[src/rtl/core/ebcdic_dbcs_to_gbk_converter_top_defines.svh]
// Assertion macros used by the converter top file.
// Each macro expects clk_i and rst_ni in the scope of its use.
`ifndef EBCDIC_DBCS_TO_GBK_CONVERTER_TOP_DEFINES_SVH
`define EBCDIC_DBCS_TO_GBK_CONVERTER_TOP_DEFINES_SVH

// Same-cycle implication.
`define E2G_ASSERT_NOW(label, ante, cons, msg) \
  label: assert property (@(posedge clk_i) disable iff (!rst_ni) (ante) |-> (cons)) \
    else $error(msg);

// Next-cycle implication.
`define E2G_ASSERT_NEXT(label, ante, cons, msg) \
  label: assert property (@(posedge clk_i) disable iff (!rst_ni) (ante) |=> (cons)) \
    else $error(msg);

`endif

[src/rtl/core/e2g_pkg.sv]
package e2g_pkg;

  localparam int MAP_WORDS   = 36864;
  localparam int MAP_AW      = $clog2(MAP_WORDS);
  localparam int COUNT_WIDTH = 16;
  localparam int QUEUE_DEPTH = 4;

  localparam logic [7:0] SHIFT_OUT = 8'h0E;
  localparam logic [7:0] SHIFT_IN  = 8'h0F;
  localparam logic [7:0] DB_BASE   = 8'h40;
  localparam logic [7:0] DB_ROW    = 8'hC0;

  typedef enum logic [1:0] {
    CMD_LOAD    = 2'd0,
    CMD_CONVERT = 2'd1,
    CMD_END     = 2'd2
  } command_e;

  typedef enum logic [1:0] {
    KIND_DATA = 2'd0,
    KIND_OK   = 2'd1,
    KIND_BAD  = 2'd2
  } kind_e;

  // Work unit passed from front to back
  typedef enum logic [1:0] {
    JOB_BYTE   = 2'd0,
    JOB_PAIR   = 2'd1,
    JOB_STATUS = 2'd2
  } job_e;

  typedef struct packed {
    logic [1:0]  command;
    logic [7:0]  in_byte;
    logic [15:0] map_address;
    logic [15:0] map_word;
  } in_item_t;

  typedef struct packed {
    logic [7:0]  out_byte;
    logic [1:0]  kind;
    logic [15:0] out_length;
    logic        last;
  } out_item_t;

  typedef struct packed {
    job_e        op;
    logic [15:0] word;
    kind_e       kind;
    logic [15:0] length;
  } job_t;

  typedef struct packed {
    logic              we;
    logic [MAP_AW-1:0] waddr;
    logic [15:0]       wdata;
    logic              re;
    logic [MAP_AW-1:0] raddr;
  } ram_req_t;

  // Single-byte EBCDIC to ASCII table; zero marks an unmapped code
  localparam logic [7:0] SB_ROM [256] = '{
    8'h00,8'h01,8'h02,8'h03,8'h00,8'h09,8'h00,8'h7F,
    8'h00,8'h00,8'h00,8'h0B,8'h0C,8'h0D,8'h00,8'h00,
    8'h10,8'h11,8'h12,8'h13,8'h00,8'h00,8'h08,8'h00,
    8'h18,8'h19,8'h00,8'h00,8'h1C,8'h1D,8'h1E,8'h1F,
    8'h00,8'h00,8'h00,8'h00,8'h00,8'h0A,8'h17,8'h1B,
    8'h00,8'h00,8'h00,8'h00,8'h00,8'h05,8'h06,8'h07,
    8'h00,8'h00,8'h16,8'h00,8'h00,8'h00,8'h00,8'h04,
    8'h00,8'h00,8'h00,8'h00,8'h14,8'h15,8'h00,8'h1A,
    8'h20,8'h00,8'h00,8'h00,8'h00,8'h00,8'h00,8'h00,
    8'h00,8'h00,8'h00,8'h2E,8'h3C,8'h28,8'h2B,8'h7C,
    8'h26,8'h00,8'h00,8'h00,8'h00,8'h00,8'h00,8'h00,
    8'h00,8'h00,8'h21,8'h00,8'h2A,8'h29,8'h3B,8'h00,
    8'h2D,8'h2F,8'h00,8'h00,8'h00,8'h00,8'h00,8'h00,
    8'h00,8'h00,8'h00,8'h2C,8'h25,8'h5F,8'h3E,8'h3F,
    8'h00,8'h00,8'h00,8'h00,8'h00,8'h00,8'h00,8'h00,
    8'h00,8'h60,8'h3A,8'h23,8'h40,8'h27,8'h3D,8'h22,
    8'h00,8'h61,8'h62,8'h63,8'h64,8'h65,8'h66,8'h67,
    8'h68,8'h69,8'h00,8'h00,8'h00,8'h00,8'h00,8'h00,
    8'h00,8'h6A,8'h6B,8'h6C,8'h6D,8'h6E,8'h6F,8'h70,
    8'h71,8'h72,8'h00,8'h00,8'h00,8'h00,8'h00,8'h00,
    8'h7E,8'h00,8'h73,8'h74,8'h75,8'h76,8'h77,8'h78,
    8'h79,8'h7A,8'h00,8'h00,8'h00,8'h00,8'h00,8'h00,
    8'h5E,8'h00,8'h5C,8'h00,8'h00,8'h00,8'h00,8'h00,
    8'h00,8'h00,8'h5B,8'h5D,8'h00,8'h00,8'h00,8'h00,
    8'h7B,8'h41,8'h42,8'h43,8'h44,8'h45,8'h46,8'h47,
    8'h48,8'h49,8'h00,8'h00,8'h00,8'h00,8'h00,8'h00,
    8'h7D,8'h4A,8'h4B,8'h4C,8'h4D,8'h4E,8'h4F,8'h50,
    8'h51,8'h52,8'h00,8'h00,8'h00,8'h00,8'h00,8'h00,
    8'h24,8'h00,8'h53,8'h54,8'h55,8'h56,8'h57,8'h58,
    8'h59,8'h5A,8'h00,8'h00,8'h00,8'h00,8'h00,8'h00,
    8'h30,8'h31,8'h32,8'h33,8'h34,8'h35,8'h36,8'h37,
    8'h38,8'h39,8'h00,8'h00,8'h00,8'h00,8'h00,8'h00
  };

endpackage

[src/rtl/core/e2g_queue.sv]
module e2g_queue (
  input  logic          clk_i,
  input  logic          rst_ni,
  input  logic          push_i,
  input  e2g_pkg::job_t entry_i,
  output logic          full_o,
  input  logic          pop_i,
  output e2g_pkg::job_t entry_o,
  output logic          empty_o
);

  localparam int Depth = e2g_pkg::QUEUE_DEPTH;
  localparam int PtrW  = $clog2(Depth);
  localparam int CntW  = $clog2(Depth + 1);

  e2g_pkg::job_t  slots_q [Depth];
  logic [PtrW-1:0] wptr_q, rptr_q;
  logic [CntW-1:0] cnt_q;
  logic            do_push, do_pop;

  assign full_o  = (cnt_q == CntW'(Depth));
  assign empty_o = (cnt_q == '0);
  assign do_push = push_i && !full_o;
  assign do_pop  = pop_i && !empty_o;
  assign entry_o = slots_q[rptr_q];

  // Advance pointers and occupancy
  always_ff @(posedge clk_i or negedge rst_ni) begin
    if (!rst_ni) begin
      wptr_q <= '0;
      rptr_q <= '0;
      cnt_q  <= '0;
    end else begin
      if (do_push) begin
        wptr_q <= (wptr_q == PtrW'(Depth - 1)) ? '0 : wptr_q + 1'b1;
      end
      if (do_pop) begin
        rptr_q <= (rptr_q == PtrW'(Depth - 1)) ? '0 : rptr_q + 1'b1;
      end
      if (do_push && !do_pop) begin
        cnt_q <= cnt_q + 1'b1;
      end else if (do_pop && !do_push) begin
        cnt_q <= cnt_q - 1'b1;
      end
    end
  end

  always_ff @(posedge clk_i) begin
    if (do_push) begin
      slots_q[wptr_q] <= entry_i;
    end
  end

endmodule

[config.mk]
export PLATFORM = sky130hd
export DESIGN_NAME = e2g_queue
export DESIGN_NICKNAME = d
export VERILOG_FILES = /design/src/rtl/core/ebcdic_dbcs_to_gbk_converter_top_defines.svh /design/src/rtl/core/e2g_pkg.sv /design/src/rtl/core/e2g_queue.sv
export SDC_FILE = /design/constraint.sdc
export NUM_CORES = 1
export LEC_CHECK = 0
export CELL_PAD_IN_SITES_DETAIL_PLACEMENT = 1
export CELL_PAD_IN_SITES_GLOBAL_PLACEMENT = 2
export CORE_UTILIZATION = 46
export CTS_CLUSTER_DIAMETER = 30
export DETAILED_ROUTE_END_ITERATION = 6
export DONT_BUFFER_PORTS = 1
export PLACE_DENSITY = 0.71
export SYNTH_ARGS = -nofsm -noshare
export SYNTH_HDL_FRONTEND = slang
export SYNTH_SLANG_ARGS = --single-unit
[constraint.sdc]
create_clock -name clk_i -period 4.9 [get_ports clk_i]
set_clock_uncertainty 0.2 [all_clocks]
set_input_delay 0.49 -clock clk_i [delete_from_list [all_inputs] [get_ports clk_i]]
set_output_delay 0.49 -clock clk_i [all_outputs]
set_load 0.005 [all_outputs]
**After elaboration in Yosys (flattened, before gate mapping)**

Memory sizes are Yosys's and may differ from the RTL's.
Cells that the tools add are included.

- Latch bits: 0
- Output and inout bits: 38
- Flip-flop bits (word level): 7
- Bits in writable memories: 144
- Logic and storage cells: 27
- Memories kept: 1
- Input bits: 40
- Memory bits (read-only): 0

Memory list:

| name | depth | width | rd ports | clocked after memory_dff | write ports | line | text |
|---|---|---|---|---|---|---|---|
| slots_q | 4 | 36 | 1 | 0 | 1 | e2g_queue.sv:16 | `e2g_pkg::job_t slots_q [Depth];` |

- Bitwise logic cells: 0
- Mux-type cells: 6
- Shifts and indexed selects: 0
- Equal/unequal tests: 3
- Magnitude comparators: 0
- $add $sub $neg: 4
- Div/mod/pow operators: 0
- Reductions and logical operators: 10
- Multipliers: 0

Operator list:

| operator | number |
|---|---|
| $mux 3 | 2 |
| $add 2x1->2 const B | 2 |
| $eq 2x2->1 const B | 2 |
| $logic_and 1x1->1 | 4 |
| $logic_not 1->1 | 4 |
| $mux 2 | 2 |
| $add 3x1->3 const B | 1 |
| $eq 3x3->1 const B | 1 |
| $logic_not 3->1 | 1 |
| $sub 3x1->3 const B | 1 |
| $mux 1 | 2 |
| $reduce_bool 2->1 | 1 |

**Depth between registers and ports, before layout**

Gate-level depths: netlist of run 1.

- Depth in word-level cells: 7
- Gate-level depth with buffers: 8
- Mapped depth without buffers: 8

**Least setup slack after synthesis of run 1**

No wires, ideal clock.

- Path type: register to register
- Start: register wptr_q[0]
- End: memory slots_q[3][0] (netlist bit) (enable)
- Clock period less this slack: 2.763 ns
- Setup slack: 2.137 ns
- Data arrival time: 2.134 ns
- Stages on the path, launching flop included: 4
- Data required time: 4.270 ns
- Library setup time: 0.430 ns
- Path buffers: 0
- Cell sequence: dfrtp_1 > ha_1 > nand2_1 > nor2_1

RTL lines:

| what | line | text |
|---|---|---|
| start, declared | e2g_queue.sv:17 | `logic [PtrW-1:0] wptr_q, rptr_q;` |
| start signal, assigned | e2g_queue.sv:35 | `wptr_q <= (wptr_q == PtrW'(Depth - 1)) ? '0 : wptr_q + 1'b1;` |
| end, declared | e2g_queue.sv:16 |  |

No word-level cell before the write port.

==> impl_metrics.yaml, run 1 <==
run_status:
  outcome: "finished clean"
clock_tree:
  path_clk_slew_ns: 0.05
  cts_buffers: 17
  clock-sinks: 151
  cts_tree: "done"
  cts_setup_buffers: 0
  cts.repair.resized: 0
  clockBufferDepth: 2
  clk_latency_ns: 0.41
  cts_root_buffer: "clkbuf_16"
  htreeDepth: 4
final_layout:
  area_growth_pct: 18.88
  final_nets: 322
  drive_gt1_frac: 0.2535
  diodes: 0
  final_cells: 435
  final_area_mm2: 0.006720
  final.fill_count: 1012
  ff_latch_area_mm2: 0.004502
  multi_input_area_mm2: 0.001092
synthesis:
  synth_nets: 272
  synth_compound_area_frac: 0.003541
  synth_top_area_frac: 0.7649
  yosys_warnings: 0
  synth.distinct_cells: 22
  synth-adder-area-share: 0.01682
  synth_top_cell_by_area: "edfxtp_1"
  syn_avg_cell_area_um2: 25.12
  synth_area_mm2: 0.005653
  yosys.area_share.simple: 0.01350
  yosys-top-cells-area: "edfxtp_1 (76%), mux4_2 (14%), dfrtp_1 (3.1%)"
  ys_ff_latch: 151
  synth.mux.area_fraction: 0.1527
  syn_inst: 225
  ys_seq_area_frac: 0.7959
  synth_top_family_by_area: "multiplexers"
  synth-xor-area-share: 0.004648
power_and_ir_drop:
  seqPwrFrac: 0.492
  p_leak_nw: 2.198
  p_int_mw: 2.872
  pwr-share-clk: 0.305
  p_switching_mw: 1.048
  ir_drop_mv: 0.3375
  p_per_area_mw_per_mm2: 583.4
  combPwrFrac: 0.203
  p_sw_frac: 0.2674
floorplanning:
  rows: 40
  pin_count: 78
  fp.dieW_um: 112.9
  dieArea_mm2: 0.01274
  core-area_mm2: 0.01201
  die_y_um: 112.9
  start_util: 0.4706
grt:
  track_usage: 0.1651
  overflow: 0
  antenna_found_initial: 0
  first_global_vias: 2628
  grt_max_degree: 39
  grt_pass1_wl_mm: 14.69
timing:
  max_slew_margin: 0.3168
  setup_viol: 0
  tns_ns: 0
  hold_viol_final: 0
  post-route-min-period_ns: 3.041
  worst_pin_slew_ns: 1.025
  rsz0062_at_grt: "false"
  timing.final.ws_setup_ns: 1.859
  slew_viol_final: 0
  fmax_mhz: 328.8
  timing.final.crit_share: 0.6207
placed_design:
  port_buffers: 0
  postPlaceCellArea_mm2: 0.005804
  place_ws_ns: 2.173
  gp_congestion: 0.6761
  dp_hpwl_mm: 5.318
  placedCellCount: 366
critical_path:
  critPathKind: "reg -> out"
  startpoint_type: "flip-flop"
  cp.required_ns: 4.21
  end_kind: "output pin"
  reg2regPathDepth: 7
  r2r-start: "cnt_q[0]"
  timing.rr.end: "cnt_q[2]"
  startpoint: "rptr_q[0]"
  rrSetupSlack_ns: 2.52
  crit_path_max_fanout: 28
  crit_arrival_ns: 2.35
worst_hold_path:
  worstHoldStart: "pop_i"
  hold_path.class: "in -> reg"
  worstHoldEndpoint: "rptr_q[0]"
  min_path_cells: 2
routing:
  via_count: 2373
  wirelength_mm: 9.592
  drt_drc_violations_left: 0
  ant_nets: 0
  post_drt_wl_per_cell_um: 22.05
  drt_pass1_iterations: 4
  drtIter0Drc: 88
  vias_per_cell: 5.455
run:
  drv_cap: 0
[power by group through the flow]
stage / Clock (mW) / Sequential, mW / Combinational (mW)
2_1_floorplan: 0 / 1.80 / 0.735
3_3_place_gp: 0 / 1.95 / 0.771
3_5_place_dp: 0 / 1.97 / 0.787
4_1_cts: 1.22 / 1.94 / 0.828
5_1_grt: 1.27 / 1.97 / 0.867
6_report: 1.20 / 1.93 / 0.798
[final cells by class]
type / instances / share of cell area
timing repair buffer: 39 / 0.05735
clock inverter: 12 / 0.01620
clock buffer: 20 / 0.06498
multi-input combinational: 63 / 0.1625
sequential: 151 / 0.6699
inverter: 3 / 0.001676
tap: 147 / 0.02737
[critical path, cell delays in order (launching register included)]
cell	delay, ns
dfrtp_2	0.96
buf_4	0.40
mux4_2	0.57
[what timing repair did]
action | 4_1_cts | 5_1_grt
hold buffers | 37 | 0
hold endpoints to repair | 151 | 0
endpoints found under the setup margin | 0 | 0
[how the worst max path moves through the flow]
stage	to
2_1_floorplan	slots_q[3][0]
3_3_place_gp	entry_o[16]
3_5_place_dp	entry_o[16]
4_1_cts	entry_o[16]
5_1_grt	entry_o[16]
6_report	entry_o[16]
[state kept, by name (all words and copies together) (netlist names)]
signal / cells
rptr_q: 2
cnt_q: 3
slots_q: 144
wptr_q: 2
[metrics by stage]
stage / util / power [mW] / hold WS, ns
2_1_floorplan: - / 2.539 / -0.005591
3_5_place_dp: 0.4832 / 2.755 / -0.005365
4_1_cts: 0.5595 / 3.989 / 0.1317
6_report: 0.5595 / 3.920 / 0.1498
5_1_grt: 0.5595 / 4.104 / 0.1340
3_3_place_gp: 0.4832 / 2.723 / -0.005299
[Yosys cell counts]
cell type	count
buf_6	3
inv_1	3
nor3_1	2
mux2_2	1
edfxtp_1	144
mux2_4	2
xor2_1	2
dfrtp_1	7
buf_4	1
nor2_1	3
ha_1	6
nor3b_4	1
nor2b_4	1
xnor2_1	1
a21o_1	1
buf_2	4
o31ai_2	1
nand2_1	1
fa_1	1
mux4_2	36
mux2_1	1
and2_1	3
[cell usage in the layout, fill, tap and decap left out, drive strengths merged]
cell         instances
a21o                 1
and2                 3
buf                  2
bufinv               2
clkbuf              20
clkinv               8
clkinvlp             1
dfrtp                7
dlygate4sd3         37
edfxtp             144
fa                   1
ha                   6
inv                  4
mux2                 4
mux4                36
nand2                1
nor2                 3
nor2b                1
nor3                 2
nor3b                1
o31ai                1
xnor2                1
xor2                 2
[cells by family after synthesis]
group	Yosys count
xor+xnor	3
fa+ha+maj	7
simple gates	11
mux	40
flops	151
compound gates	2
buf+inv	11
[metal layers]
metal / GRT usage / vias up / part of all wire
li1: - / 1050 / -
met2: 0.2671 / 70 / 0.50
met1: 0.1958 / 1236 / 0.43
met4: 0.07982 / 0 / 0.023
met5: 0 / - / 0
met3: 0.06374 / 17 / 0.049
No activity file was read; power rests on OpenSTA's default activity.
==> run 2: changes to the inputs <==
--- a/config.mk
+++ b/config.mk
@@ -7,7 +7,7 @@
 export LEC_CHECK = 0
 export CELL_PAD_IN_SITES_DETAIL_PLACEMENT = 1
 export CELL_PAD_IN_SITES_GLOBAL_PLACEMENT = 2
-export CORE_UTILIZATION = 46
+export CORE_UTILIZATION = 44
 export CTS_CLUSTER_DIAMETER = 30
 export DETAILED_ROUTE_END_ITERATION = 6
 export DONT_BUFFER_PORTS = 1
==> constraint.sdc (replaced) <==
create_clock -name clk_i -period 2.7 [get_ports clk_i]
set_clock_uncertainty 0.2 [all_clocks]
set_input_delay 0.27 -clock clk_i [delete_from_list [all_inputs] [get_ports clk_i]]
set_output_delay 0.27 -clock clk_i [all_outputs]
set_load 0.005 [all_outputs]
==> run 2 against run 1 <==
  * First-iteration DRC count increased by 77%
  * Routed wire length is 0.50% higher
  * Worst setup slack worse by 1.5 ns
  * Flip-flop and latch count did not move
  * Final area is 0.93% higher
  * Core utilization shrank 2.0 points
  * Sequential power is 76% higher
  * Global-route usage decreased by 0.23 points
==> impl_metrics.yaml, run 2 (synthesis results as in run 1) <==
clock_tree:
  cts_buffers: 17
  path_clk_slew_ns: 0.06
  clockBufferDepth: 2
  cts_tree: "done"
  cts_setup_buffers: 0
  htreeDepth: 4
  clk_latency_ns: 0.42
  cts_root_buffer: "clkbuf_16"
  clock-sinks: 151
placed_design:
  placedCellCount: 393
  gp_congestion: 0.6588
  dp_hpwl_mm: 5.373
  port_buffers: 0
grt:
  use_met1: 0.1995
  first_global_vias: 2579
  grt_pass1_wl_mm: 14.94
  track_usage: 0.1629
  met3_usage: 0.06431
  grt_util_met2: 0.2479
  grt_max_degree: 37
  busiest_layer: "met2"
  overflow: 0
  antenna_found_initial: 0
timing:
  hold_slack_ns: 0.1633
  fmax_mhz: 426.8
  timing.final.crit_share: 0.8678
  worst_pin_slew_ns: 1.032
  tns_ns: 0
  setup_viol: 0
  hold_viol_final: 0
  rsz0062_at_grt: "false"
  slew_viol_final: 0
  post-route-min-period_ns: 2.343
  max_slew_margin: 0.3119
final_layout:
  largest_register_ffs: 144
  diodes: 0
  layout_common_cells: "edfxtp_1 (144), dlygate4sd3_1 (40), mux4_2 (36), clkbuf_16 (17)"
  final_cells: 464
  reg_top3: "slots_q (144), cnt_q (3)"
  mostFrequentLayoutCell: "edfxtp_1"
  regMostFlops: "slots_q"
  drive_gt1_frac: 0.2466
  final_nets: 327
  area_growth_pct: 19.99
worst_hold_path:
  hold_path.class: "in -> reg"
  min_path_cells: 3
  worstHoldStart: "push_i"
  worstHoldEndpoint: "slots_q[3][24]"
routing:
  post_drt_wl_per_cell_um: 20.78
  drt_pass1_iterations: 4
  drt_drc_violations_left: 0
  vias_per_cell: 5.153
  ant_nets: 0
  drtIter0Drc: 156
  wirelength_mm: 9.640
  via_count: 2391
critical_path:
  cp.required_ns: 2.84
  crit_path_max_fanout: 5
  timing.rr.end: "cnt_q[2]"
  crit_arrival_ns: 2.49
  critPathKind: "reg -> reg"
  startpoint: "cnt_q[0]"
  startpoint_type: "flip-flop"
  end_kind: "flip-flop"
  reg2regPathDepth: 7
  rrSetupSlack_ns: 0.36
  r2r-start: "cnt_q[0]"
floorplanning:
  fp.dieW_um: 115.3
  pin_count: 78
  die_y_um: 115.3
  dieArea_mm2: 0.01330
  start_util: 0.4498
  rows: 41
  core-area_mm2: 0.01257
run_status:
  outcome: "finished clean"
power_and_ir_drop:
  seqPwrFrac: 0.483
  ir_drop_mv: 0.6287
  p_leak_nw: 2.209
  combPwrFrac: 0.238
  p_int_mw: 5.100
  p_per_area_mw_per_mm2: 1034
  p_switching_mw: 1.911
  p_sw_frac: 0.2726
  pwr-share-clk: 0.280
run:
  drv_cap: 0
run 2: cell count changes in the layout (fill, tap and decap cells not counted), sizes merged:
| cell | previous run | this run |
|---|---|---|
| clkbuf | 20 | 23 |
| dlygate4sd3 | 37 | 40 |
| buf | 2 | 4 |
| bufinv | 2 | 0 |
| clkinvlp | 1 | 0 |
| inv | 4 | 3 |
run 2: worst max path at each step:
stage | slack [ns] | depth (start not counted) | to
2_1_floorplan | 0.43 | 3 | slots_q[0][0]
4_1_cts | 0.32 | 2 | entry_o[25]
3_5_place_dp | 0.35 | 7 | cnt_q[2]
3_3_place_gp | 0.40 | 3 | slots_q[0][21]
5_1_grt | 0.17 | 7 | cnt_q[2]
6_report | 0.36 | 7 | cnt_q[2]
run 2: power by group through the flow:
stage | clock network (mW) | logic (mW) | registers, mW
finish | 1.96 | 1.67 | 3.39
floorplan | 0 | 1.34 | 3.27
detailed placement | 0 | 1.65 | 3.45
global placement | 0 | 1.64 | 3.42
global route | 2.09 | 1.82 | 3.44
CTS | 2.02 | 1.73 | 3.40
run 2: routing by layer:
| metal | vias up | share of wire | routed length, µm |
|---|---|---|---|
| met5 | - | 0 | 0 |
| met4 | 0 | 0.025 | 245 |
| met3 | 20 | 0.068 | 651 |
| met2 | 78 | 0.50 | 4823 |
| met1 | 1232 | 0.41 | 3919 |
| li1 | 1061 | - | - |
run 2: cell type report:
cell class / count / area (µm²)
timing repair buffer: 44 / 480.5
clock buffer: 23 / 447.9
multi-input combinational: 63 / 1092
inverter: 3 / 11.26
tap: 172 / 215.2
fill: 1095 / 5786
sequential: 151 / 4502
clock inverter: 8 / 33.78
run 2: worst max-delay path: stages (launching register included):
cell	delay (ns)
dfrtp_1	0.47
o31ai_2	0.45
ha_1	0.27
inv_1	0.06
fa_1	0.37
xor2_1	0.17
nor2_1	0.12
xor2_1	0.15
run 2: per-stage QoR:
step	setup slack, ns	power, mW	instance area [µm²]	utilization
after global placement	0.4001	5.053	5901	0.4695
final	0.3569	7.012	6783	0.5397
after global routing	0.1697	7.357	6783	0.5397
after floorplan	0.4293	4.607	5655	-
after CTS	0.3151	7.147	6783	0.5397
after detailed placement	0.3548	5.100	5901	0.4695
run 2: timing repair:
action                                 4_1_cts  5_1_grt
hold buffers                                40        0
endpoints found under the hold margin      155        0
gates resized for setup                      0        0
