[src/rtl/core/ebcdic_dbcs_to_gbk_converter_top_defines.svh]
// Assertion macros used by the converter top file.
// Each macro expects clk_i and rst_ni in the scope of its use.
`ifndef EBCDIC_DBCS_TO_GBK_CONVERTER_TOP_DEFINES_SVH
`define EBCDIC_DBCS_TO_GBK_CONVERTER_TOP_DEFINES_SVH

// Same-cycle implication.
`define E2G_ASSERT_NOW(label, ante, cons, msg) \
  label: assert property (@(posedge clk_i) disable iff (!rst_ni) (ante) |-> (cons)) \
    else $error(msg);

// Next-cycle implication.
`define E2G_ASSERT_NEXT(label, ante, cons, msg) \
  label: assert property (@(posedge clk_i) disable iff (!rst_ni) (ante) |=> (cons)) \
    else $error(msg);

`endif

[src/rtl/core/e2g_pkg.sv]
package e2g_pkg;

  localparam int MAP_WORDS   = 36864;
  localparam int MAP_AW      = $clog2(MAP_WORDS);
  localparam int COUNT_WIDTH = 16;
  localparam int QUEUE_DEPTH = 4;

  localparam logic [7:0] SHIFT_OUT = 8'h0E;
  localparam logic [7:0] SHIFT_IN  = 8'h0F;
  localparam logic [7:0] DB_BASE   = 8'h40;
  localparam logic [7:0] DB_ROW    = 8'hC0;

  typedef enum logic [1:0] {
    CMD_LOAD    = 2'd0,
    CMD_CONVERT = 2'd1,
    CMD_END     = 2'd2
  } command_e;

  typedef enum logic [1:0] {
    KIND_DATA = 2'd0,
    KIND_OK   = 2'd1,
    KIND_BAD  = 2'd2
  } kind_e;

  // Work unit passed from front to back
  typedef enum logic [1:0] {
    JOB_BYTE   = 2'd0,
    JOB_PAIR   = 2'd1,
    JOB_STATUS = 2'd2
  } job_e;

  typedef struct packed {
    logic [1:0]  command;
    logic [7:0]  in_byte;
    logic [15:0] map_address;
    logic [15:0] map_word;
  } in_item_t;

  typedef struct packed {
    logic [7:0]  out_byte;
    logic [1:0]  kind;
    logic [15:0] out_length;
    logic        last;
  } out_item_t;

  typedef struct packed {
    job_e        op;
    logic [15:0] word;
    kind_e       kind;
    logic [15:0] length;
  } job_t;

  typedef struct packed {
    logic              we;
    logic [MAP_AW-1:0] waddr;
    logic [15:0]       wdata;
    logic              re;
    logic [MAP_AW-1:0] raddr;
  } ram_req_t;

  // Single-byte EBCDIC to ASCII table; zero marks an unmapped code
  localparam logic [7:0] SB_ROM [256] = '{
    8'h00,8'h01,8'h02,8'h03,8'h00,8'h09,8'h00,8'h7F,
    8'h00,8'h00,8'h00,8'h0B,8'h0C,8'h0D,8'h00,8'h00,
    8'h10,8'h11,8'h12,8'h13,8'h00,8'h00,8'h08,8'h00,
    8'h18,8'h19,8'h00,8'h00,8'h1C,8'h1D,8'h1E,8'h1F,
    8'h00,8'h00,8'h00,8'h00,8'h00,8'h0A,8'h17,8'h1B,
    8'h00,8'h00,8'h00,8'h00,8'h00,8'h05,8'h06,8'h07,
    8'h00,8'h00,8'h16,8'h00,8'h00,8'h00,8'h00,8'h04,
    8'h00,8'h00,8'h00,8'h00,8'h14,8'h15,8'h00,8'h1A,
    8'h20,8'h00,8'h00,8'h00,8'h00,8'h00,8'h00,8'h00,
    8'h00,8'h00,8'h00,8'h2E,8'h3C,8'h28,8'h2B,8'h7C,
    8'h26,8'h00,8'h00,8'h00,8'h00,8'h00,8'h00,8'h00,
    8'h00,8'h00,8'h21,8'h00,8'h2A,8'h29,8'h3B,8'h00,
    8'h2D,8'h2F,8'h00,8'h00,8'h00,8'h00,8'h00,8'h00,
    8'h00,8'h00,8'h00,8'h2C,8'h25,8'h5F,8'h3E,8'h3F,
    8'h00,8'h00,8'h00,8'h00,8'h00,8'h00,8'h00,8'h00,
    8'h00,8'h60,8'h3A,8'h23,8'h40,8'h27,8'h3D,8'h22,
    8'h00,8'h61,8'h62,8'h63,8'h64,8'h65,8'h66,8'h67,
    8'h68,8'h69,8'h00,8'h00,8'h00,8'h00,8'h00,8'h00,
    8'h00,8'h6A,8'h6B,8'h6C,8'h6D,8'h6E,8'h6F,8'h70,
    8'h71,8'h72,8'h00,8'h00,8'h00,8'h00,8'h00,8'h00,
    8'h7E,8'h00,8'h73,8'h74,8'h75,8'h76,8'h77,8'h78,
    8'h79,8'h7A,8'h00,8'h00,8'h00,8'h00,8'h00,8'h00,
    8'h5E,8'h00,8'h5C,8'h00,8'h00,8'h00,8'h00,8'h00,
    8'h00,8'h00,8'h5B,8'h5D,8'h00,8'h00,8'h00,8'h00,
    8'h7B,8'h41,8'h42,8'h43,8'h44,8'h45,8'h46,8'h47,
    8'h48,8'h49,8'h00,8'h00,8'h00,8'h00,8'h00,8'h00,
    8'h7D,8'h4A,8'h4B,8'h4C,8'h4D,8'h4E,8'h4F,8'h50,
    8'h51,8'h52,8'h00,8'h00,8'h00,8'h00,8'h00,8'h00,
    8'h24,8'h00,8'h53,8'h54,8'h55,8'h56,8'h57,8'h58,
    8'h59,8'h5A,8'h00,8'h00,8'h00,8'h00,8'h00,8'h00,
    8'h30,8'h31,8'h32,8'h33,8'h34,8'h35,8'h36,8'h37,
    8'h38,8'h39,8'h00,8'h00,8'h00,8'h00,8'h00,8'h00
  };

endpackage

[src/rtl/core/e2g_front.sv]
module e2g_front (
  input  logic                clk_i,
  input  logic                rst_ni,
  input  logic                push,
  output logic                full,
  input  e2g_pkg::in_item_t   in_item_i,
  output e2g_pkg::ram_req_t   ram_req_o,
  input  logic [15:0]         ram_rdata_i,
  output logic                q_push_o,
  output e2g_pkg::job_t       q_entry_o,
  input  logic                q_full_i
);

  localparam int CntW = e2g_pkg::COUNT_WIDTH;

  typedef enum logic [2:0] {
    MODE_SINGLE = 3'b001,
    MODE_DOUBLE = 3'b010,
    MODE_HIGH   = 3'b100
  } mode_e;

  mode_e           mode_q, mode_d;
  logic [7:0]      high_byte_q, high_byte_d;
  logic            error_q, error_d;
  logic [CntW-1:0] count_q, count_d;

  logic            stg_valid_q, stg_valid_d;
  e2g_pkg::job_t   stg_q, job_d;

  logic            advance, accept, emit;
  logic [1:0]      add_n;
  logic [CntW:0]   sum;
  logic [31:0]     count_wide;
  logic [15:0]     length;
  logic [7:0]      b, rom_val, hi_off, lo_off;
  logic [15:0]     pair_addr;

  // Stage moves on when empty or when the queue takes its job
  assign advance = !stg_valid_q || !q_full_i;
  assign full    = !advance;
  assign accept  = push && advance;

  assign b       = in_item_i.in_byte;
  assign rom_val = e2g_pkg::SB_ROM[b];
  assign hi_off  = high_byte_q - e2g_pkg::DB_BASE;
  assign lo_off  = b - e2g_pkg::DB_BASE;
  assign pair_addr = 16'(hi_off) * 16'(e2g_pkg::DB_ROW) + 16'(lo_off);

  // Saturating length reported on status results
  assign count_wide = 32'(count_q);
  assign length = (count_wide > 32'h0000_FFFF) ? 16'hFFFF : count_wide[15:0];

  // Saturating byte count
  assign sum = {1'b0, count_q} + (CntW + 1)'(add_n);

  // Classify the incoming item and work out the next string state
  always_comb begin
    mode_d      = mode_q;
    high_byte_d = high_byte_q;
    error_d     = error_q;
    add_n       = 2'd0;
    emit        = 1'b0;
    job_d       = '{op: e2g_pkg::JOB_BYTE, word: 16'h0000, kind: e2g_pkg::KIND_DATA,
                    length: 16'h0000};
    ram_req_o   = '{we: 1'b0, waddr: in_item_i.map_address[e2g_pkg::MAP_AW-1:0],
                    wdata: in_item_i.map_word, re: 1'b0, raddr: pair_addr[e2g_pkg::MAP_AW-1:0]};
    if (accept) begin
      case (in_item_i.command)
        e2g_pkg::CMD_LOAD: begin
          ram_req_o.we = (32'(in_item_i.map_address) < e2g_pkg::MAP_WORDS);
        end
        e2g_pkg::CMD_CONVERT: begin
          if (!error_q) begin
            case (mode_q)
              MODE_SINGLE: begin
                if (b == e2g_pkg::SHIFT_OUT) begin
                  mode_d = MODE_DOUBLE;
                end else if (rom_val == 8'h00 && b != 8'h00) begin
                  error_d = 1'b1;
                end else begin
                  emit       = 1'b1;
                  job_d.word = {8'h00, rom_val};
                  add_n      = 2'd1;
                end
              end
              MODE_DOUBLE: begin
                if (b == e2g_pkg::SHIFT_IN) begin
                  mode_d = MODE_SINGLE;
                end else if (b < e2g_pkg::DB_BASE) begin
                  error_d = 1'b1;
                end else begin
                  high_byte_d = b;
                  mode_d      = MODE_HIGH;
                end
              end
              MODE_HIGH: begin
                mode_d = MODE_DOUBLE;
                if (b < e2g_pkg::DB_BASE) begin
                  error_d = 1'b1;
                end else begin
                  emit         = 1'b1;
                  job_d.op     = e2g_pkg::JOB_PAIR;
                  ram_req_o.re = 1'b1;
                  add_n        = 2'd2;
                end
              end
              default: begin
                mode_d = MODE_SINGLE;
              end
            endcase
          end
        end
        e2g_pkg::CMD_END: begin
          emit     = 1'b1;
          job_d.op = e2g_pkg::JOB_STATUS;
          if (error_q || mode_q != MODE_SINGLE) begin
            job_d.kind = e2g_pkg::KIND_BAD;
          end else begin
            job_d.kind   = e2g_pkg::KIND_OK;
            job_d.length = length;
          end
          mode_d      = MODE_SINGLE;
          high_byte_d = 8'h00;
          error_d     = 1'b0;
        end
        default: begin
        end
      endcase
    end
  end

  always_comb begin
    count_d = count_q;
    if (accept && in_item_i.command == e2g_pkg::CMD_END) begin
      count_d = '0;
    end else if (sum[CntW]) begin
      count_d = '1;
    end else begin
      count_d = sum[CntW-1:0];
    end
  end

  assign stg_valid_d = advance ? (accept && emit) : stg_valid_q;

  // Hold string state
  always_ff @(posedge clk_i or negedge rst_ni) begin
    if (!rst_ni) begin
      mode_q      <= MODE_SINGLE;
      high_byte_q <= 8'h00;
      error_q     <= 1'b0;
      count_q     <= '0;
      stg_valid_q <= 1'b0;
    end else begin
      mode_q      <= mode_d;
      high_byte_q <= high_byte_d;
      error_q     <= error_d;
      count_q     <= count_d;
      stg_valid_q <= stg_valid_d;
    end
  end

  // Stage payload, aligned with the map read
  always_ff @(posedge clk_i) begin
    if (advance) begin
      stg_q <= job_d;
    end
  end

  // Transfer the job, merging in the map word for pairs
  assign q_push_o = stg_valid_q && !q_full_i;
  always_comb begin
    q_entry_o = stg_q;
    if (stg_q.op == e2g_pkg::JOB_PAIR) begin
      q_entry_o.word = ram_rdata_i;
    end
  end

endmodule

[config.mk]
export PLATFORM = sky130hd
export DESIGN_NAME = e2g_front
export DESIGN_NICKNAME = d
export VERILOG_FILES = /design/src/rtl/core/ebcdic_dbcs_to_gbk_converter_top_defines.svh /design/src/rtl/core/e2g_pkg.sv /design/src/rtl/core/e2g_front.sv
export SDC_FILE = /design/constraint.sdc
export NUM_CORES = 1
export LEC_CHECK = 0
export BUFFER_PORTS_ARGS = -buffer_cell sky130_fd_sc_hd__buf_2
export CAP_MARGIN = 20
export CORE_MARGIN = 2
export CORE_UTILIZATION = 45
export DETAILED_ROUTE_END_ITERATION = 6
export GPL_TIMING_DRIVEN = 1
export PLACE_DENSITY = 0.82
export SLEW_MARGIN = 20
export SYNTH_ARGS = -nofsm -noshare
export SYNTH_HDL_FRONTEND = slang
export SYNTH_SLANG_ARGS = --single-unit
export TNS_END_PERCENT = 10
[constraint.sdc]
create_clock -name clk_i -period 4.35 [get_ports clk_i]
set_input_delay 0.87 -clock clk_i [delete_from_list [all_inputs] [get_ports clk_i]]
set_output_delay 0.87 -clock clk_i [all_outputs]
set_load 0.005 [all_outputs]
# Word level (Yosys, flattened, before mapping)
# Memory sizes are Yosys's and may differ from the RTL's.
# Index checks and enable logic that the tools add are counted.
# W data, S select, Z words.
# totals
regBits	65
mem_bits_ro	2048
mem_count	1
# op_classes
add_sub_neg	4
n_mul	1
n_lt_le_gt_ge	4
n_eq_ne	15
mux	52
bitwise_logic	5
n_reduce_logical	21
# mem_list
name	words	width	rd	rd_ports_with_merged_regs	write_ports	line_no	text
(name not given)	256	8	1	0	0	e2g_front.sv:44	assign rom_val = e2g_pkg::SB_ROM[b];
# op_table
operator	count
$mux W16	5
$mux W8	8
$mux W1	20
$add A16 B2 Y17	1
$mux W17	1
$add A16 B8 Y16	1
$eq A8 B4 Y1 const B	2
$gt A16 B16 Y1 const B	1
$lt A16 B16 Y1 const B	1
$pmux W8 S2	1
$sub A8 B7 Y8 const B	2
$mux W3	4
$mul A8 B2 Y10 const B	1
$mux W2	5
$ge A9 B9 Y1 const B	1
$not A8 Y9	1
$pmux W3 S3	1
$logic_not A8 Y1	1
$lt A8 B7 Y1 const B	1
$pmux W2 S2	2
$reduce_bool A8 Y1	1
$ne A2 B2 Y1 const B	3
$pmux W1 S2	3
$pmux W3 S2	1
other kinds (22)	34

# Longest topological paths before layout
# Gate-level depths: netlist of run 1.
# logic_depth
ltp_word	15
mapped_depth	19
ltp_nobuf	17

# Least setup slack after synthesis of run 1
# Ideal clock, no wire load.
# synth_timing
path_type	input to register
start	input port in_item_i[32] (netlist name)
end	register count_q[11]
t_arrival_ns	4.611
required_time_ns	4.272
slack_ns	-0.339
cell_stages	18
path_buffers	2
path_cell_list	clkbuf_1 > inv_1 > ha_1 > and2_1 > or3_1 > a221oi_2 > nor3_1 > o32ai_2 > nor4b_2 > a21oi_1 > ha_1 > inv_1 > fa_1 > nand3b_1 > nor3_1 > nand4_1 > clkbuf_1 > a21oi_1
# synth_via
elab_chain_len	15
word_cells_on_any_way	19
# synth_lines
item	line_no	text
start: declaration	e2g_front.sv:6	input e2g_pkg::in_item_t in_item_i,
$not A8 Y9 (implied by the code)	e2g_front.sv:44	
$mem_v2 Z256 W8	n/a	
$mux W8 (implied by the code) (2 in a row)	e2g_front.sv:44	
$logic_not A8 Y1	e2g_front.sv:78	end else if (rom_val == 8'h00 && b != 8'h00) begin
$logic_and A1 B1 Y1	e2g_front.sv:78	
$mux W1	e2g_front.sv:78	
$mux W1	e2g_front.sv:76	if (b == e2g_pkg::SHIFT_OUT) begin
$pmux W2 S2 *	e2g_front.sv:74	case (mode_q)
$mux W2 *	e2g_front.sv:73	if (!error_q) begin
$mux W2 *	e2g_front.sv:68	case (in_item_i.command)
$mux W2 *	e2g_front.sv:67	if (accept) begin
$add A16 B2 Y17 *	e2g_front.sv:54	assign sum = {1'b0, count_q} + (CntW + 1)'(add_n);
$mux W16 *	e2g_front.sv:136	end else if (sum[CntW]) begin
$mux W16 *	e2g_front.sv:134	if (accept && in_item_i.command == e2g_pkg::CMD_END) begin
named net count_d[11]	e2g_front.sv:25	logic [CntW-1:0] count_q, count_d;
end signal: assignment	e2g_front.sv:157	count_q <= count_d;
end: declaration	e2g_front.sv:25	
# The timed path passes the listed nets; every way through them passes the cells marked *. The select of a mux whose other input is x is not followed.
# A chain may end at the register's enable or synchronous reset.

# Final worst setup path of run 1
# layout_timing
start	input port in_item_i[33] (netlist name)
end	register count_q[1]
# Same word-level chain as after synthesis.

==> impl_metrics.toml, run 1 <==
[drt]
ant_nets = 0
routed_wl_mm = 13.92
first_pass_iters = 5
drt_iter0_drc = 485
viasPerCell = 5.851
post_drt_wl_per_cell_um = 16.97
vias = 4798
drcViolationCount = 0

[yosys]
synth_top_area_cell = "edfxtp_1"
async_flop_share_pct = 51.79
ys_seq_area_share_pct = 28.25
netlist_instances = 619
syn-num-nets = 708
synth_area_mm2 = 0.005443
synth.avg_cell_area_um2 = 8.793
ys_types = 90
yosys_warnings = 0
synth_edf_count = 27
synth_area_leaders = "edfxtp_1, dfrtp_1, buf_4, ha_1, and2_1"
netlist.area_leader.share_pct = 14.90
synth_seq_cells = 56
ys.flop_type = "dfrtp_1"

[setup_path]
r2r_end = "count_q[1]"
arrival_ns = 4.28
timing.rr.start = "stg_valid_q"
endpoint = "count_q[1]"
endpoint_kind = "flop"
crit_type = "in -> reg"
reg2reg_depth = 11
critPathRequiredTime_ns = 4.56
cp-start-kind = "input pin"
critical_path.startpoint = "in_item_i[33]"
r2r_setup_slack_ns = 1.21
worstPathMaxFanout = 13

[floorplan]
ios = 150
start_util_pct = 45.69
rows = 40
die_y_um = 114.0
die_area_mm2 = 0.01299
core_area_mm2 = 0.01191
die_x_um = 114.0

[clock_tree]
clock_latency_ns = 0.29
cts.clk_slew.worst_paths_ns = 0.07
clkSinkCount = 56
htree_levels = 2
cts_buffers = 5
root_buffer = "clkbuf_16"
clock_path_buffers = 2
cts_tree = "yes"

[finish]
area_delta_synth_final_pct = 11.17
num-nets-final = 761
diodes = 0
final_common_cell = "buf_2"
fin_cells = 820
utilization_pct = 50.80
layout_common_cells = "buf_2, buf_4, a21oi_1"
final_layout_size_suffix_gt1_share_pct = 30.31

[sta]
fin_crit_sh_pct = 93.55
layout_setup_ws_ns = 0.2805
fmax_mhz = 245.7
period_minus_slack_ns = 4.070
clock_skew_ns = 0.004927
hold_viol = 0
max_slew_margin_pct = 42.85
rsz0062_at_grt = "false"
setup_viol_count_final = 0
worst_slew_pin_slew_ns = 0.8555
maxSlewViolCount = 0
setup-tns-final_ns = 0

[pwr]
leakage_nw = 2.756
power_w = 0.002156
max-vdd-ir-drop_v = 0.0003693
power_density_mw_per_mm2 = 356.3

[grt]
grtUsageTotal_pct = 20.74
antenna_found_initial = 0
overflow = 0
grt_pass1_vias = 4492
grt_pass1_wl_mm = 22.19
grt_max_degree = 31

[placement]
gp_congestion = 0.9716
dpl.hpwl_mm = 10.50
place_ws_ns = -0.01627
placedCellCount = 811
io_buffer_count = 93

[status]
status = "finished, final reports clean"

[job]
drv_cap = 0

[worst_hold_path]
hold_path_class = "reg -> reg"
==> state kept, by name, summed over array words and instances, names as in the netlist <==
register / cells
stg_q: 7
count_q: 16
high_byte_q: 8
q_entry_o: 20
error_q: 1
mode_q: 3
stg_valid_q: 1
==> report_power, final <==
| part | internal, W | switching (W) | total (W) |
|---|---|---|---|
| Clock | 0.000219 | 0.000190 | 0.000408 |
| Combinational | 0.000489 | 0.000559 | 0.00105 |
| Sequential | 0.000632 | 0.0000676 | 0.000700 |
==> timing repair <==
action                                  CTS  global route
hold buffers                              0             0
resized for setup                         0             3
setup buffers                             0             1
endpoints found under the setup margin    0            12
==> critical path, stage by stage <==
cell,delay [ns]
buf_2,0.14
buf_12,0.16
ha_1,0.25
mux2i_1,0.11
o32ai_1,0.31
o32ai_1,0.14
a221oi_1,0.36
a311o_1,0.19
nor2_1,0.07
a21oi_1,0.18
ha_1,0.19
inv_1,0.06
fa_1,0.39
nand3b_1,0.21
nor3_2,0.20
nand4_1,0.11
buf_4,0.20
a21oi_1,0.16
==> stage by stage <==
step | cell area (um^2) | hold slack (ns)
2_1_floorplan | 5477 | 0.4940
3_3_place_gp | 5878 | 0.5129
3_5_place_dp | 5878 | 0.5215
4_1_cts | 6031 | 0.5338
5_1_grt | 6051 | 0.5446
6_report | 6051 | 0.5293
==> cell usage after synthesis (11+ instances only) <==
master    instances
nand3_1          19
mux2_2           17
nor2_1           32
xor2_1           11
nor2b_1          14
edfxtp_1         27
buf_2            13
a21oi_1          41
o21ai_0          18
buf_4            60
and2_1           33
ha_1             24
xnor2_1          14
nor3_1           18
dfrtp_1          28
clkbuf_1         19
inv_1            26
nand2_1          25
==> worst min path at each step <==
stage | cells after the start | endpoint | from | slack (ns)
6_report | 2 | mode_q[0] | mode_q[0] | 0.53
5_1_grt | 2 | mode_q[0] | mode_q[0] | 0.54
4_1_cts | 2 | mode_q[0] | mode_q[0] | 0.53
3_5_place_dp | 2 | mode_q[0] | mode_q[0] | 0.52
3_3_place_gp | 2 | mode_q[0] | mode_q[0] | 0.51
2_1_floorplan | 2 | mode_q[0] | mode_q[0] | 0.49
==> cells by family after synthesis <==
kind of cell / synth area share (%)
buf+inv: 14.80
compound gates: 20.25
flops: 28.25
fa+ha+maj: 6.621
mux: 5.379
simple gates: 20.67
xor+xnor: 4.023
==> area by class of cell <==
class,instances,area [um^2]
well taps,147,183.9
inverters,30,112.6
clock buffers,5,125.1
repair buffers,148,928.4
multi-input cells,431,3136
flip-flops and latches,56,1538
clock inverters,3,27.53
fillers,1095,5861
==> per-layer routing <==
layer / part of all wire [%] / GRT usage [%] / up-vias
li1: - / - / 2296
met1: 44 / 28.84 / 2233
met2: 46 / 34.17 / 245
met3: 8.5 / 3.029 / 24
met4: 1.6 / 4.959 / 0
met5: 0 / 0 / -
Power figures use the tool's default switching activity.
==> run 2, diff against run 1 <==
CELL_PAD_IN_SITES_DETAIL_PLACEMENT = 0   (was default)
CELL_PAD_IN_SITES_GLOBAL_PLACEMENT = 1   (was default)
CORE_UTILIZATION = 40   (was 45)
PLACE_DENSITY = 0.94   (was 0.82)
==> impl_metrics.toml, run 2 (synthesized netlist as in run 1, its figures left out) <==
[status]
status = "finished, final reports clean"

[finish]
layout_common_cells = "buf_2, buf_4, a21oi_1"
utilization_pct = 45.73
fin_cells = 851
diodes = 0
largest_reg_flops = 20
area_delta_synth_final_pct = 11.26
final_layout_size_suffix_gt1_share_pct = 30.22
num-nets-final = 763
fillerInstances = 1278
final_common_cell = "buf_2"

[placement]
placedCellCount = 843
dpl.hpwl_mm = 10.70
io_buffer_count = 93
gp_congestion = 0.9817

[setup_path]
crit_type = "in -> reg"
worstPathMaxFanout = 7
reg2reg_depth = 12
cp-start-kind = "input pin"
arrival_ns = 4.28
endpoint_kind = "flop"
critPathRequiredTime_ns = 4.56

[grt]
overflow = 0
antenna_found_initial = 0
grt_max_degree = 30
grt_pass1_wl_mm = 23.14
grtUsageTotal_pct = 19.19
grt_pass1_vias = 4717

[sta]
maxSlewViolCount = 0
hold_slack_ns = 0.5432
setup_viol_count_final = 0
max_slew_margin_pct = 38.72
clock_skew_ns = 0.004855
period_minus_slack_ns = 4.075
fin_crit_sh_pct = 93.68
rsz0062_at_grt = "false"
setup-tns-final_ns = 0
worst_slew_pin_slew_ns = 0.9173
hold_viol = 0
fmax_mhz = 245.4

[worst_hold_path]
min_path_cells = 2
hold_path_class = "reg -> reg"

[drt]
routed_wl_mm = 14.37
ant_nets = 0
post_drt_wl_per_cell_um = 16.88
vias = 4971
drt_iter0_drc = 488
viasPerCell = 5.841
drcViolationCount = 0
first_pass_iters = 6

[pwr]
pwr-share-comb_pct = 48.4
leakage_nw = 2.752
power_density_mw_per_mm2 = 355.6
p_int_w = 0.001331
switching_power_w = 0.0008226
p_seq_share_pct = 32.7
max-vdd-ir-drop_v = 0.0004411
switching_share_pct = 38.20
pwr-share-clk_pct = 18.9

[floorplan]
ios = 150
core_area_mm2 = 0.01324
rows = 42
die_area_mm2 = 0.01456
die_y_um = 120.7
die_x_um = 120.7
start_util_pct = 41.10

[clock_tree]
cts_resized = 0
cts.clk_slew.worst_paths_ns = 0.07
ctsHoldBuffers = 0
post-cts-setup-buffers = 0
cts_tree = "yes"
clock_path_buffers = 2
cts_buffers = 5
clock_latency_ns = 0.29
root_buffer = "clkbuf_16"
clkSinkCount = 56
htree_levels = 2

[job]
drv_cap = 0
==> run 2: layer usage <==
metal / GRT usage [%] / routed length, um / vias up
met5: 0 / 0 / -
met2: 31.07 / 6576 / 295
li1: - / - / 2292
met3: 3.585 / 1295 / 41
met4: 6.759 / 327 / 0
met1: 25.63 / 6166 / 2343
==> run 2: path summary, 6_finish.rpt <==
path                               end          start  slack [ns]
min                          mode_q[0]      mode_q[0]        0.54
max in group asynchronous  count_q[15]         rst_ni        3.32
max                         count_q[6]  in_item_i[33]        0.27
max reg2reg                count_q[15]    stg_valid_q        1.33
min in group asynchronous   count_q[8]         rst_ni        0.60
min reg2reg                  mode_q[0]      mode_q[0]        0.54
==> run 2: critical path: stages <==
cell	delay, ns
buf_2	0.14
inv_2	0.12
ha_4	0.20
nor4bb_2	0.29
buf_4	0.16
o21ai_1	0.07
a221oi_2	0.34
nor3_1	0.12
o32ai_2	0.29
nor4b_2	0.09
a21oi_1	0.15
ha_1	0.18
inv_1	0.05
fa_1	0.37
nand3b_1	0.20
nor3_2	0.17
nand4_1	0.13
buf_4	0.18
a21oi_1	0.16
==> run 2: cell type report <==
class                           count  area [um^2]  share of cell area (%)
Tap cell                          176        220.2                   3.636
Clock buffer                        5        125.1                   2.066
Multi-Input combinational cell    431         3129                   51.67
Clock inverter                      3        25.02                  0.4132
Sequential cell                    56         1538                   25.39
Inverter                           30        112.6                   1.860
Timing Repair Buffer              150        905.9                   14.96
==> run 2: per-stage QoR <==
step / setup WS, ns / area, um^2 / power, W
after global placement: 0.09216 / 5899 / 0.001711
after CTS: 0.2351 / 6050 / 0.002156
after floorplan: 0.01241 / 5477 / 0.001454
after global routing: 0.04060 / 6056 / 0.002304
final: 0.2750 / 6056 / 0.002154
after detailed placement: -0.04441 / 5899 / 0.001738
==> run 2: power by group through the flow <==
stage | clock network, W | logic, W | registers (W)
after global placement | 0 | 0.00100 | 0.000707
after detailed placement | 0 | 0.00103 | 0.000713
final | 0.000408 | 0.00104 | 0.000703
after CTS | 0.000415 | 0.00104 | 0.000703
after global routing | 0.000432 | 0.00116 | 0.000715
after floorplan | 0 | 0.000771 | 0.000683
